### config.mk
export PLATFORM = sky130hd
export DESIGN_NAME = psd_sqrt
export DESIGN_NICKNAME = d
export VERILOG_FILES = /design/src/rtl/psd_pkg.sv /design/src/rtl/psd_sqrt.sv
export SDC_FILE = /design/constraint.sdc
export NUM_CORES = 2
export LEC_CHECK = 0
export ABC_AREA = 0
export BUFFER_PORTS_ARGS = -buffer_cell sky130_fd_sc_hd__buf_4
export CAP_MARGIN = 5
export CELL_PAD_IN_SITES_DETAIL_PLACEMENT = 2
export CELL_PAD_IN_SITES_GLOBAL_PLACEMENT = 2
export CORE_MARGIN = 4
export CORE_UTILIZATION = 30
export CTS_CLUSTER_DIAMETER = 60
export DETAILED_ROUTE_END_ITERATION = 6
export PLACE_DENSITY_LB_ADDON = 0.05
export SYNTH_ARGS = -nofsm -noshare
export SYNTH_HDL_FRONTEND = slang
export SYNTH_SLANG_ARGS = --single-unit
### constraint.sdc
create_clock -name clk -period 15.5 [get_ports clk]
set_input_delay 0 -clock clk [delete_from_list [all_inputs] [get_ports clk]]
set_output_delay 0 -clock clk [all_outputs]
set_load 0.01 [all_outputs]
### src/rtl/psd_pkg.sv
// Shared types and defaults for the point to segment distance pipeline.
// No dependencies; every other file in rtl imports this package.
package psd_pkg;

	localparam int COORD_BITS_DEF = 24;

	typedef enum logic [1:0] {
		CASE_START = 2'd0,
		CASE_END   = 2'd1,
		CASE_FOOT  = 2'd2
	} kind_t;

endpackage

### src/rtl/psd_sqrt.sv
// Digit-by-digit integer square root pipeline, one root bit a stage.
// Depends on psd_pkg for kind_t.
module psd_sqrt #(
	parameter int COORD_BITS = psd_pkg::COORD_BITS_DEF
) (
	input  logic                    clk,
	input  logic                    arst_n,
	input  logic                    in_valid,
	output logic                    in_ready,
	input  psd_pkg::kind_t          kind_in,
	input  logic [2*COORD_BITS+1:0] dsq,
	output logic                    out_valid,
	input  logic                    out_ready,
	output psd_pkg::kind_t          kind_out,
	output logic [COORD_BITS:0]     root
);
	import psd_pkg::*;

	localparam int RW = COORD_BITS + 1;
	localparam int MW = 2 * RW;
	localparam int N  = RW;

	logic [N-1:0] v_q;
	logic [N:0]   load;

	kind_t         kind_s [N];
	logic [MW-1:0] rem_s  [N];
	logic [RW-1:0] root_s [N];

	assign load[N]  = out_ready;
	assign in_ready = load[0];

	for (genvar k = 0; k < N; k++) begin : g_stage
		localparam int B = RW - 1 - k;
		logic [MW-1:0] rem_p, t;
		logic [RW-1:0] root_p;
		kind_t         kind_p;
		logic          v_p;

		if (k == 0) begin : g_first
			assign rem_p  = dsq;
			assign root_p = '0;
			assign kind_p = kind_in;
			assign v_p    = in_valid;
		end else begin : g_next
			assign rem_p  = rem_s[k-1];
			assign root_p = root_s[k-1];
			assign kind_p = kind_s[k-1];
			assign v_p    = v_q[k-1];
		end

		assign load[k] = !v_q[k] || load[k+1];
		assign t = (MW'(root_p) << (B + 1)) | (MW'(1) << (2 * B));

		always_ff @(posedge clk or negedge arst_n) begin
			if (!arst_n) begin
				v_q[k] <= 1'b0;
			end else if (load[k]) begin
				v_q[k] <= v_p;
			end
		end

		always_ff @(posedge clk) begin
			if (load[k]) begin
				kind_s[k] <= kind_p;
				if (rem_p >= t) begin
					rem_s[k]  <= rem_p - t;
					root_s[k] <= root_p | (RW'(1) << B);
				end else begin
					rem_s[k]  <= rem_p;
					root_s[k] <= root_p;
				end
			end
		end
	end

	assign out_valid = v_q[N-1];
	assign kind_out  = kind_s[N-1];
	assign root      = root_s[N-1];
endmodule

==> impl_results.md <==
- Run status: complete, no violations
- Highest clock frequency the design can meet: roughly 230 MHz
- Number of synthesized flops with an enable pin: approximately 1600
- Power density relative to cell area: between 150 and 200 mW/mm²
- GR met2 Demand/Resource: 0.347
- Net count reported at finish: between 6000 and 7000
- Gr busiest metal: met2
- Share of post-route cells with drive strength above 1: 0.0924
- Horizontal die dimension: 506 µm
- Total die area: between 0.2 and 0.3 mm²
- Count of cells resized by post-cts repair: 0
- TritonCTS clock tree: done
- Chip height: around 510 µm
- Met3 Track Usage GR: 0.0212
- Crit path max-delay family: buffers and inverters
- RSZ-0062 raised after global routing: false
- Post-Synthesis Mean Instance Area: 13.0 µm²
- Iteration count of the initial detailed-routing pass: 6
- Number of max-cap violations: 0
- Post-synthesis net count: 6138
- Crit-path most repeated cell: sky130_fd_sc_hd__buf_4
- Proportion of synthesized flip-flops having asynchronous set or reset: 0.0156
- Remaining Overflow, GRT: 0
- Dominant register cell in the synthesized netlist: sky130_fd_sc_hd__edfxtp_1
- Number of pins with negative max-slew slack in the final report: 0
- Maximum vdd ir drop: 0.115 mV
- Clock period minus final worst setup slack: about 4.4 ns
- Initial core utilization: 0.302
- Library cell with the largest summed area after synthesis: sky130_fd_sc_hd__edfxtp_1
- Register-to-register setup slack: around 11 ns
- HP Class: in -> reg
- Largest clock skew in the final design: about 0.05 ns
- Most frequent cells in the layout: 1575 x sky130_fd_sc_hd__edfxtp_1, 432 x sky130_fd_sc_hd__inv_1, 383 x sky130_fd_sc_hd__nor2_1, 347 x sky130_fd_sc_hd__ha_1, 329 x sky130_fd_sc_hd__a21oi_1
- Number of cells on the critical path: 13
- Row cnt: roughly 180
- Post-synth design cell area: around 0.075 mm²
- Largest incremental delay on the critical path: a little over 0.6 ns
- Relative area change from synthesis to final layout: 17.0%
- Synthesized instance count: 5735
- Area share of the largest cell type after synthesis: 0.634
- Share of the clock period used by the worst path: 0.286
- Setup Total Neg Slack: 0 ns
- Crit-path max FO: 58
- Hold slack: approximately 0.094 ns
- Global Route Usage Sum: 0.175
- Count of synthesis-stage warnings from yosys: 0
- Worst setup endpoint: rem_s[0][49]
- Cell-by-cell trace of the critical path: and4b_1 -> nand3_4 -> nor4_2 -> buf_4 -> and3_1 -> nand4_1 -> buf_4 -> nor2_1 -> nand2_2 -> buf_4 -> nand2_1 -> mux2i_1 -> dlygate4sd3_1
- Global Route met1 Usage: 0.196
- Total Routed Length: around 230000 µm
- Critical path start-end classification: reg -> reg
- Clock H-tree levels: 4
- Number of buffers created by CTS: between 200 and 250
- Number of DRC violations after detailed-routing iteration 0: approximately 2300
- Via count: about 46000
- R2R cell count: 13
- Worst-case headroom to the max-slew limit: 0.252
- Hold-fix buffer count after cts: 110
- Drt wl/cell: ~24 µm
- Clk pin slew, worst setup/hold paths: 0.06 ns
- Fin. Hold Viols: 0
- Leakage Power: around 34 nW
- Buffers plus inverters on the worst setup path: 4
- Vias in the first global route: a little over 50000
- Max Buffers Root-to-Sink: 3
- Capture instance of the worst register-to-register path: rem_s[0][49]
- Worst-Margin Slew: 1.12 ns
- Synth area leaders: sky130_fd_sc_hd__edfxtp_1 63%, sky130_fd_sc_hd__ha_1 5.8%, sky130_fd_sc_hd__xnor2_1 3.6%, sky130_fd_sc_hd__xor2_1 2.6%, sky130_fd_sc_hd__inv_1 2.2%
- Number of remaining DRC errors: 0
- HPWL reported at the end of detailed placement: approximately 170000 µm
- Synthesis-stage register bit count: 1600
- Clock sink total: 1600
- Number of distinct library cells after synthesis: between 80 and 90
- Worst endpoint data arrival time: 5.03 ns
- Number of endpoints failing setup at the final stage: 0
- Register area share after synthesis: 0.643
- Avg Vias per Cell: between 4 and 5
- R2r startpoint: out_valid
- Most common library cell in the layout ignoring fill and taps: sky130_fd_sc_hd__edfxtp_1
- Post-CTS Setup Inserts: 0
- Required arrival time at the worst endpoint: between 15 and 20 ns
- Number of nets with antenna violations after routing: 0
- Maximum number of pins on one net before global-route repair: 73
- Final GP Congestion: 0.778
- Core box area: about 0.25 mm²
- Source-to-sink clock delay at the later pin of the worst-skew pair: between 0.8 and 0.9 ns
- Clock root buffer master: sky130_fd_sc_hd__clkbuf_16
- Num ports: 85
- First-pass GRT wire length: about 340000 µm
- Cell with the largest stage delay on the worst path: sky130_fd_sc_hd__buf_4
- Type of element capturing the critical path: register
- Crit path from: out_valid
- Number of input and output port buffers inserted: 84
- Antenna violations before repair: 6
- Nature of the critical path startpoint: register
[final cells by class]
class,count,area [µm²]
diodes,2,5.00
clock buffers,233,5210
clock inverters,138,1440
fillers,25360,159000
inverters,444,1670
multi-input cells,3600,24700
flip-flops and latches,1600,47900
well taps,3312,4140
repair buffers,243,2110
[worst reg2reg max path, cell delays in order (launching register included)]
cell,delay [ns]
sky130_fd_sc_hd__dfrtp_1,0.41
sky130_fd_sc_hd__and4b_1,0.32
sky130_fd_sc_hd__nand3_4,0.26
sky130_fd_sc_hd__nor4_2,0.08
sky130_fd_sc_hd__buf_4,0.18
sky130_fd_sc_hd__and3_1,0.25
sky130_fd_sc_hd__nand4_1,0.12
sky130_fd_sc_hd__buf_4,0.61
sky130_fd_sc_hd__nor2_1,0.27
sky130_fd_sc_hd__nand2_2,0.12
sky130_fd_sc_hd__buf_4,0.61
sky130_fd_sc_hd__nand2_1,0.28
sky130_fd_sc_hd__mux2i_1,0.16
sky130_fd_sc_hd__dlygate4sd3_1,0.55
[registers in the layout, indices dropped and copies added (netlist names)]
register     count
g_stage.v_p     24
out_valid        1
kind_s          50
rem_s         1200
root_s         325
[metal layers]
metal,vias to the layer above,share of wire
li1,22114,-
met1,23641,0.40
met2,405,0.56
met3,262,0.020
met4,0,0.022
met5,-,0
[through the flow]
stage	worst slack (ns)	instance area [µm²]	instances	power (mW)	util
after global routing	10.80	87200	9571	16.1	0.354
after detailed placement	10.86	79400	9089	10.7	0.322
after CTS	10.83	87200	9570	15.5	0.354
after floorplan	7.68	74500	5735	9.13	-
final	11.07	87200	9572	15.2	0.354
after global placement	10.85	79400	9089	10.7	0.322
[power breakdown]
part           internal [mW]  switching [mW]
Sequential              6.11           0.958
Clock                   2.70            1.96
Combinational           1.44            2.00
[how the worst min path moves through the flow]
| stage | start | to | cells after the start |
|---|---|---|---|
| 3_3_place_gp | arst_n | g_stage[1].v_p | 1 |
| 4_1_cts | dsq[48] | rem_s[0][48] | 4 |
| 5_1_grt | dsq[48] | rem_s[0][48] | 4 |
| 3_5_place_dp | arst_n | g_stage[1].v_p | 1 |
| 2_1_floorplan | arst_n | g_stage[10].v_p | 0 |
| 6_report | dsq[48] | rem_s[0][48] | 4 |
[cells by family after synthesis]
family,Yosys count,synth area share
and+or+nand+nor,1672,0.117
DFF,1600,0.643
AOI/OAI and AO/OA,986,0.0824
buffers and inverters,535,0.0274
xor gates and xnor gates,526,0.0618
adders and majority gates,347,0.0582
muxes,69,0.0103
[Yosys cell counts, types with 26 or more instances]
| library cell | count |
|---|---|
| sky130_fd_sc_hd__clkbuf_1 | 60 |
| sky130_fd_sc_hd__o21a_1 | 68 |
| sky130_fd_sc_hd__or3_1 | 45 |
| sky130_fd_sc_hd__a21o_1 | 131 |
| sky130_fd_sc_hd__nor2b_1 | 55 |
| sky130_fd_sc_hd__ha_1 | 347 |
| sky130_fd_sc_hd__nor2_1 | 383 |
| sky130_fd_sc_hd__mux2_2 | 61 |
| sky130_fd_sc_hd__o21bai_1 | 29 |
| sky130_fd_sc_hd__nor3_1 | 170 |
| sky130_fd_sc_hd__nand2b_1 | 77 |
| sky130_fd_sc_hd__nor4_1 | 182 |
| sky130_fd_sc_hd__nor4b_1 | 26 |
| sky130_fd_sc_hd__and3_1 | 29 |
| sky130_fd_sc_hd__o21ai_0 | 232 |
| sky130_fd_sc_hd__or4_1 | 34 |
| sky130_fd_sc_hd__xnor2_1 | 304 |
| sky130_fd_sc_hd__xor2_1 | 222 |
| sky130_fd_sc_hd__nand3_1 | 106 |
| sky130_fd_sc_hd__inv_1 | 441 |
| sky130_fd_sc_hd__nand4_1 | 106 |
| sky130_fd_sc_hd__a21oi_1 | 329 |
| sky130_fd_sc_hd__nand2_1 | 312 |
| sky130_fd_sc_hd__edfxtp_1 | 1575 |
Power figures use the tool's default switching activity.
